--- config.mk ---
export PLATFORM = sky130hd
export DESIGN_NAME = sas_ctrl
export DESIGN_NICKNAME = d
export VERILOG_FILES = /design/src/design/sas_pkg.sv /design/src/design/sas_ctrl.sv
export SDC_FILE = /design/constraint.sdc
export NUM_CORES = 1
export LEC_CHECK = 0
export BUFFER_PORTS_ARGS = -buffer_cell sky130_fd_sc_hd__buf_2
export CAP_MARGIN = 20
export CORE_UTILIZATION = 50
export DETAILED_ROUTE_END_ITERATION = 10
export PLACE_DENSITY = 0.77
export SYNTH_ARGS = -nofsm -noshare
export SYNTH_HDL_FRONTEND = slang
export SYNTH_SLANG_ARGS = --single-unit
--- constraint.sdc ---
create_clock -name clk -period 3 [get_ports clk]
set_input_delay 0.3 -clock clk [delete_from_list [all_inputs] [get_ports clk]]
set_output_delay 0.3 -clock clk [all_outputs]
set_load 0.05 [all_outputs]
--- src/design/sas_pkg.sv ---
// Shared types and codes of the song arrangement sequencer.
`default_nettype none
package sas_pkg;

  localparam logic [2:0] CMD_WRITE   = 3'd0;
  localparam logic [2:0] CMD_CLEAR   = 3'd1;
  localparam logic [2:0] CMD_NEXT    = 3'd2;
  localparam logic [2:0] CMD_PREV    = 3'd3;
  localparam logic [2:0] CMD_SET     = 3'd4;
  localparam logic [2:0] CMD_RESTART = 3'd5;

  localparam logic [4:0] ACT_STOP      = 5'd0;
  localparam logic [4:0] ACT_LOOP_FIRST = 5'd1;
  localparam logic [4:0] ACT_LOOP_LAST = 5'd16;
  localparam logic [4:0] ACT_JUMP_POS  = 5'd17;
  localparam logic [4:0] ACT_JUMP_SONG = 5'd18;
  localparam logic [4:0] ACT_MIXER     = 5'd19;
  localparam logic [4:0] ACT_TEMPO     = 5'd20;
  localparam logic [4:0] ACT_MUTES     = 5'd21;

  localparam logic [2:0] KIND_PATTERN = 3'd0;
  localparam logic [2:0] KIND_STOP    = 3'd1;
  localparam logic [2:0] KIND_TEMPO   = 3'd2;
  localparam logic [2:0] KIND_MIXER   = 3'd3;
  localparam logic [2:0] KIND_MUTES   = 3'd4;
  localparam logic [2:0] KIND_SONG    = 3'd5;
  localparam logic [2:0] KIND_ERROR   = 3'd6;
  localparam logic [2:0] KIND_STATUS  = 3'd7;

  localparam int MAX_RESULTS = 64;
  localparam int RES_AW      = 6;
  localparam int PLAIN_ROOM  = 61;

  localparam logic [7:0]  TEMPO_MIN     = 8'd25;
  localparam logic [31:0] PATTERN_RESET = 32'h8080_8080;
  localparam logic [31:0] BANK_RESET    = 32'h0302_0100;

  typedef struct packed {
    logic [2:0] command;
    logic [6:0] entry_index;
    logic [4:0] action;
    logic [7:0] act_arg;
    logic [7:0] pattern_one;
    logic [7:0] pattern_two;
    logic [7:0] pattern_three;
    logic [7:0] pattern_four;
    logic [7:0] bank_one;
    logic [7:0] bank_two;
    logic [7:0] bank_three;
    logic [7:0] bank_four;
  } item_t;

  typedef struct packed {
    logic [2:0]  kind;
    logic [1:0]  group;
    logic [6:0]  pattern_out;
    logic [7:0]  bank_out;
    logic [15:0] value_out;
    logic [7:0]  ramp;
    logic        immediate;
    logic [6:0]  position;
    logic [3:0]  loop_count;
    logic [3:0]  loop_limit;
    logic        last;
  } result_t;

  typedef struct packed {
    logic [2:0]  kind;
    logic [1:0]  group;
    logic [6:0]  pattern_out;
    logic [7:0]  bank_out;
    logic [15:0] value_out;
    logic [7:0]  ramp;
    logic        immediate;
  } res_entry_t;

  typedef enum logic [1:0] {
    GO_FINISH = 2'd0,
    GO_WALK   = 2'd1,
    GO_PREV   = 2'd2
  } go_t;

  typedef enum logic [1:0] {
    EX_END  = 2'd0,
    EX_CONT = 2'd1,
    EX_LOOP = 2'd2
  } ex_t;

  typedef struct packed {
    logic load_in;
    logic decode;
    logic prev_rd;
    logic prev_chk;
    logic walk_rd;
    logic walk_ex;
    logic loop_g;
    logic lim_stop;
    logic lim_err;
    logic finish;
    logic status;
    logic out_rd;
    logic out_load;
    logic out_wait;
  } dp_cmd_t;

  typedef struct packed {
    go_t  go;
    logic hit_limit;
    logic prev_more;
    ex_t  ex;
    logic g_last;
    logic out_last;
    logic xfer;
  } dp_status_t;

endpackage
`default_nettype wire

--- src/design/sas_ctrl.sv ---
// Controller state machine of the song arrangement sequencer.
`default_nettype none
module sas_ctrl (
  input  wire logic               clk,
  input  wire logic               rst,
  input  wire logic               item_valid,
  output logic                    item_stall,
  input  wire sas_pkg::dp_status_t status,
  output sas_pkg::dp_cmd_t        cmd
);

  typedef enum logic [13:0] {
    S_IDLE     = 14'b00000000000001,
    S_DECODE   = 14'b00000000000010,
    S_PREV_RD  = 14'b00000000000100,
    S_PREV_CHK = 14'b00000000001000,
    S_WALK_RD  = 14'b00000000010000,
    S_WALK_EX  = 14'b00000000100000,
    S_LOOP_G   = 14'b00000001000000,
    S_LIM_STOP = 14'b00000010000000,
    S_LIM_ERR  = 14'b00000100000000,
    S_FINISH   = 14'b00001000000000,
    S_STATUS   = 14'b00010000000000,
    S_OUT_RD   = 14'b00100000000000,
    S_OUT_LOAD = 14'b01000000000000,
    S_OUT_WAIT = 14'b10000000000000
  } state_t;

  state_t state, state_next;

  always_ff @(posedge clk) begin
    if (rst) begin
      state <= S_IDLE;
    end else begin
      state <= state_next;
    end
  end

  always_comb begin
    state_next = state;
    case (state)
      S_IDLE:     if (item_valid) state_next = S_DECODE;
      S_DECODE: begin
        case (status.go)
          sas_pkg::GO_WALK: state_next = S_WALK_RD;
          sas_pkg::GO_PREV: state_next = S_PREV_RD;
          default:          state_next = S_FINISH;
        endcase
      end
      S_PREV_RD:  state_next = S_PREV_CHK;
      S_PREV_CHK: state_next = status.prev_more ? S_PREV_RD : S_WALK_RD;
      S_WALK_RD:  state_next = status.hit_limit ? S_LIM_STOP : S_WALK_EX;
      S_WALK_EX: begin
        case (status.ex)
          sas_pkg::EX_CONT: state_next = S_WALK_RD;
          sas_pkg::EX_LOOP: state_next = S_LOOP_G;
          default:          state_next = S_FINISH;
        endcase
      end
      S_LOOP_G:   if (status.g_last) state_next = S_FINISH;
      S_LIM_STOP: state_next = S_LIM_ERR;
      S_LIM_ERR:  state_next = S_FINISH;
      S_FINISH:   state_next = S_STATUS;
      S_STATUS:   state_next = S_OUT_RD;
      S_OUT_RD:   state_next = S_OUT_LOAD;
      S_OUT_LOAD: state_next = S_OUT_WAIT;
      S_OUT_WAIT: if (status.xfer) state_next = status.out_last ? S_IDLE : S_OUT_RD;
      default:    state_next = S_IDLE;
    endcase
  end

  always_comb begin
    cmd          = '0;
    cmd.load_in  = (state == S_IDLE) && item_valid;
    cmd.decode   = (state == S_DECODE);
    cmd.prev_rd  = (state == S_PREV_RD);
    cmd.prev_chk = (state == S_PREV_CHK);
    cmd.walk_rd  = (state == S_WALK_RD);
    cmd.walk_ex  = (state == S_WALK_EX);
    cmd.loop_g   = (state == S_LOOP_G);
    cmd.lim_stop = (state == S_LIM_STOP);
    cmd.lim_err  = (state == S_LIM_ERR);
    cmd.finish   = (state == S_FINISH);
    cmd.status   = (state == S_STATUS);
    cmd.out_rd   = (state == S_OUT_RD);
    cmd.out_load = (state == S_OUT_LOAD);
    cmd.out_wait = (state == S_OUT_WAIT);
  end

  assign item_stall = (state != S_IDLE);

endmodule
`default_nettype wire

== Word level (Yosys, flattened, before mapping) ==
Index checks and enable logic that the tools add are counted.
Word-level totals
  bits in registers: 14
  latch bits: 0
  memory bits (writable): 0
  bits in read-only memories: 0
  output and inout bits: 15
  word-level logic and storage cells: 34
  memories kept: 0
Cells by class
  add/subtract/negate cells: 0
  $mul: 0
  div/mod/pow operators: 0
  order comparisons: 0
  equal/unequal tests: 22
  shifts and indexed selects: 0
  mux-type cells: 9
  bitwise gates (word level): 0
  reduce and logical (&&, ||, !) cells: 2
Operators with widths (number)
  case mux 14 bit (14 select lines): 1
  two-way mux 14 bit: 3
  case mux 10 bit (2 select lines): 2
  == test 14 x 1 -> 1 bit, second input constant: 1
  == test 14 x 10 -> 1 bit, second input constant: 1
  == test 14 x 11 -> 1 bit, second input constant: 1
  == test 14 x 12 -> 1 bit, second input constant: 1
  == test 14 x 13 -> 1 bit, second input constant: 1
  == test 14 bit, second input constant: 1
  == test 14 x 2 -> 1 bit, second input constant: 1
  == test 14 x 3 -> 1 bit, second input constant: 1
  == test 14 x 4 -> 1 bit, second input constant: 1
  == test 14 x 5 -> 1 bit, second input constant: 1
  == test 14 x 6 -> 1 bit, second input constant: 1
  == test 14 x 7 -> 1 bit, second input constant: 1
  == test 14 x 8 -> 1 bit, second input constant: 1
  == test 14 x 9 -> 1 bit, second input constant: 1
  != test 14 x 1 -> 1 bit, second input constant: 1
  two-way mux 12 bit: 1
  two-way mux 8 bit: 1
  != test 2 bit, second input constant: 3
  two-way mux 5 bit: 1
  == test 2 x 1 -> 1 bit, second input constant: 2
  == test 2 bit, second input constant: 2
  2 further kinds: 2

== Logic depth before layout (Yosys ltp) ==
  depth in word-level cells: 3
  depth in mapped cells: 9
  mapped depth without buffers: 7

== Least setup slack after synthesis ==
No wires, ideal clock.
  path kind: reg2reg
  from: register state[1]
  to: register state[0]
  setup time: 122 ps
  arrival: 3377 ps
  required time: 2878 ps
  setup slack: -499 ps
  stages on the path, launching flop included: 9
  clock period less this slack: 3499 ps
  cells stage by stage: dfxtp_1 clkbuf_1 or4_1 clkbuf_1 nor4b_1 nor4bb_1 nor3_1 a32oi_1 o21ai_1
RTL lines
  start: declaration: RTL line sas_ctrl.sv:29  | state_t state, state_next;
  start signal: assignment: RTL line sas_ctrl.sv:35  | state <= state_next;

==> impl_metrics.csv <==
group,metric,value,unit
yosys,synthFlopType,"dfxtp_1",
cts,h-tree-depth,1,
sta,final-setup-viol-count,0,
cts,cts_buffers,3,
sta,tightest_slew,0.379,ns
final_layout,final_nets,160,
yosys,ys_async_sr_fraction,0,
yosys,ys_top_cells_by_area,"dfxtp_1, nor2_1, ha_1, nor3_1, nor4b_1",
cts,clockRootBuffer,"clkbuf_4",
grt,antenna_found_initial,0,
yosys,post-synth-top-count-cell,"nor2_1",
sta,min_period,2.66,ns
die,std_cell_rows,15,
final_layout,largest_reg_flops,14,
sta,maxSlewViolCount,0,
outcome,status,"complete, no violations",
critical_path,cpMaxStageDelayCell,"or4_1",
die,die_w,45.9,µm
drt,drcViolationCount,0,
sta,setup_ws,0.340,ns
power_and_ir_drop,combinationalPowerShare,0.193,
grt,grt_util_all_layers,0.229,
run,drv_cap,0,
final_layout,num_antenna_cells,0,
sta,grt_setup_unrepaired,"false",
cts,clk_latency,0.28,ns
final_layout,multi_input_area,613,µm²
worst_hold_path,hold_path_depth,2,
final_layout,fin_cells,168,
yosys,synth_nets,138,
die,fp.dieArea,2100,µm²
drt,vias,990,
power_and_ir_drop,p_int,0.291,mW
sta,tns,0,ns
yosys,synth_edf_count,0,
final_layout,syn_to_final_growth,17.3,%
critical_path,worstSetupStartpointType,"flop",
grt,grt_pass1_wl,3390,µm
yosys,netlist_area,962,µm²
worst_hold_path,hold_class,"primary input to flop",
grt,grt_overflow,0,
sta,hold_ws,0.194,ns
yosys,yosysSeqAreaShare,0.291,
power_and_ir_drop,powerDensity,364,nW/µm²
critical_path,crit_chain,"or4_1, nor3_2, nand2_1, nor3b_2, buf_2",
drt,antenna_left,0,
drt,wire_per_inst,13.8,µm
cts,ctsHoldBuffers,0,
sta,clock_skew,0.0101,ns
die,die_h,45.9,µm
power_and_ir_drop,clockPowerShare,0.332,
final_layout,fill_cells,182,
cts,cts_buffer_depth,2,
critical_path,cp.required,2.70,ns
power_and_ir_drop,seqPwrFrac,0.475,
drt,dr.pass1.iters,4,
sta,max_freq,376,MHz
critical_path,r2r_cells,5,
drt,wirelength,2310,µm
critical_path,slowest_delay,0.67,ns
grt,grt_max_degree,11,
place,placed_cells,164,
power_and_ir_drop,fin_total_pwr,0.410,mW
die,start_util,0.545,
sta,fin_crit_sh,0.887,
critical_path,endpoint_kind,"primary output",
die,io_pins,27,
yosys,synth_top_area_frac,0.291,
die,core_area,1760,µm²
critical_path,crit_type,"flop to primary output",
place,port_buffers,26,
place,finalWeightedCongestion,0.840,
yosys,syn_avg_cell_area,7.89,µm²
cts,tritoncts,"yes",
sta,hold_violations,0,
cts,postCtsSetupBuffers,0,
yosys,syn_inst,122,
power_and_ir_drop,vdd_ir_drop_max,0.000250,V
place,pre_cts_ws,0.633,ns
cts,cts_resized,0,
place,dp_hpwl,1780,µm
critical_path,cp.arrival,2.36,ns
power_and_ir_drop,p_leak,0.549,nW
final_layout,top_regs,"state: 14 flops",
yosys,ys_ff_latch,14,
final_layout,drive_gt1_frac,0.266,
sta,slew_headroom,0.743,
power_and_ir_drop,p_sw_frac,0.290,
critical_path,critPathMaxFanout,8,
cts,clk_pin_slew_worst_paths,0.10,ns
yosys,ys.warnings.count,0,
power_and_ir_drop,switchingPower,0.119,mW
final_layout,area.sequential,280,µm²
final_layout,stdcell_area,1130,µm²
yosys,synth_common_cells,"nor2_1, dfxtp_1, inv_1, nor3_1, clkbuf_1",
drt,vias_per_cell,5.89,
final_layout,registers.top_by_ff_count,"state",
drt,drt_iter0_markers,37,
final_layout,post-route-util,0.640,
yosys,yosysUniqueCellTypes,39,
place,post_dp_cell_area,1090,µm²
cts,cts.sinks,14,
grt,first_global_vias,741,
yosys,yosys.area.top_type,"dfxtp_1",
==> worst paths after layout <==
kind,startpoint,end,slack (ns)
max reg2reg,state[13],state[11],0.61
min,status[6],state[5],0.19
max,state[13],cmd[12],0.34
min reg2reg,state[11],state[12],0.57
==> power groups by stage <==
| stage | registers (mW) | logic, mW | clock network (mW) |
|---|---|---|---|
| global route | 0.196 | 0.0869 | 0.145 |
| global placement | 0.199 | 0.0769 | 0 |
| finish | 0.195 | 0.0792 | 0.136 |
| detailed placement | 0.199 | 0.0788 | 0 |
| floorplan | 0.196 | 0.0622 | 0 |
| CTS | 0.195 | 0.0791 | 0.138 |
==> area by class of cell <==
class,count,share of cell area
sequential,14,0.248
timing repair buffer,26,0.115
multi-input combinational,89,0.543
clock buffer,4,0.0322
tap,25,0.0277
inverter,10,0.0333
==> critical path: cells and delay by family (launching register included) <==
family,cells,cell delay [ns]
flip-flops,1,0.39
buffers and inverters,1,0.33
AND/OR/NAND/NOR,4,1.35
==> layer usage <==
layer  share of wire  global-route usage
met3           0.072              0.0476
met2            0.47               0.344
met5               0                   0
met4          0.0065              0.0353
met1            0.45               0.340
==> placed cells by master (no fill, tap or decap), drive strengths merged, types with 2 or more instances in the layout <==
master | Yosys | layout
a21oi | 3 | 3
a22oi | 2 | 2
a32oi | 2 | 2
and4b | 3 | 3
buf | 3 | 26
clkbuf | 6 | 4
dfxtp | 14 | 14
ha | 4 | 4
inv | 9 | 9
nand2 | 5 | 5
nand3 | 2 | 2
nand4b | 2 | 2
nor2 | 19 | 19
nor3 | 10 | 10
nor3b | 4 | 4
nor4 | 3 | 3
nor4b | 5 | 5
nor4bb | 2 | 2
o21ai | 3 | 3
or3 | 3 | 3
or4 | 4 | 4
xor2 | 3 | 3
==> cells by family (layout without fill, tap and decap cells) <==
logic type / after synthesis / in the layout / share of synthesized area
AOI/OAI and AO/OA: 15 / 15 / 0.114
xor gates and xnor gates: 4 / 4 / 0.0364
adders and majority gates: 4 / 4 / 0.0520
buffers and inverters: 19 / 40 / 0.0871
DFF: 14 / 14 / 0.291
muxes: 1 / 1 / 0.0104
and+or+nand+nor: 65 / 65 / 0.408
Note: power is estimated with default switching activity, not from simulation.
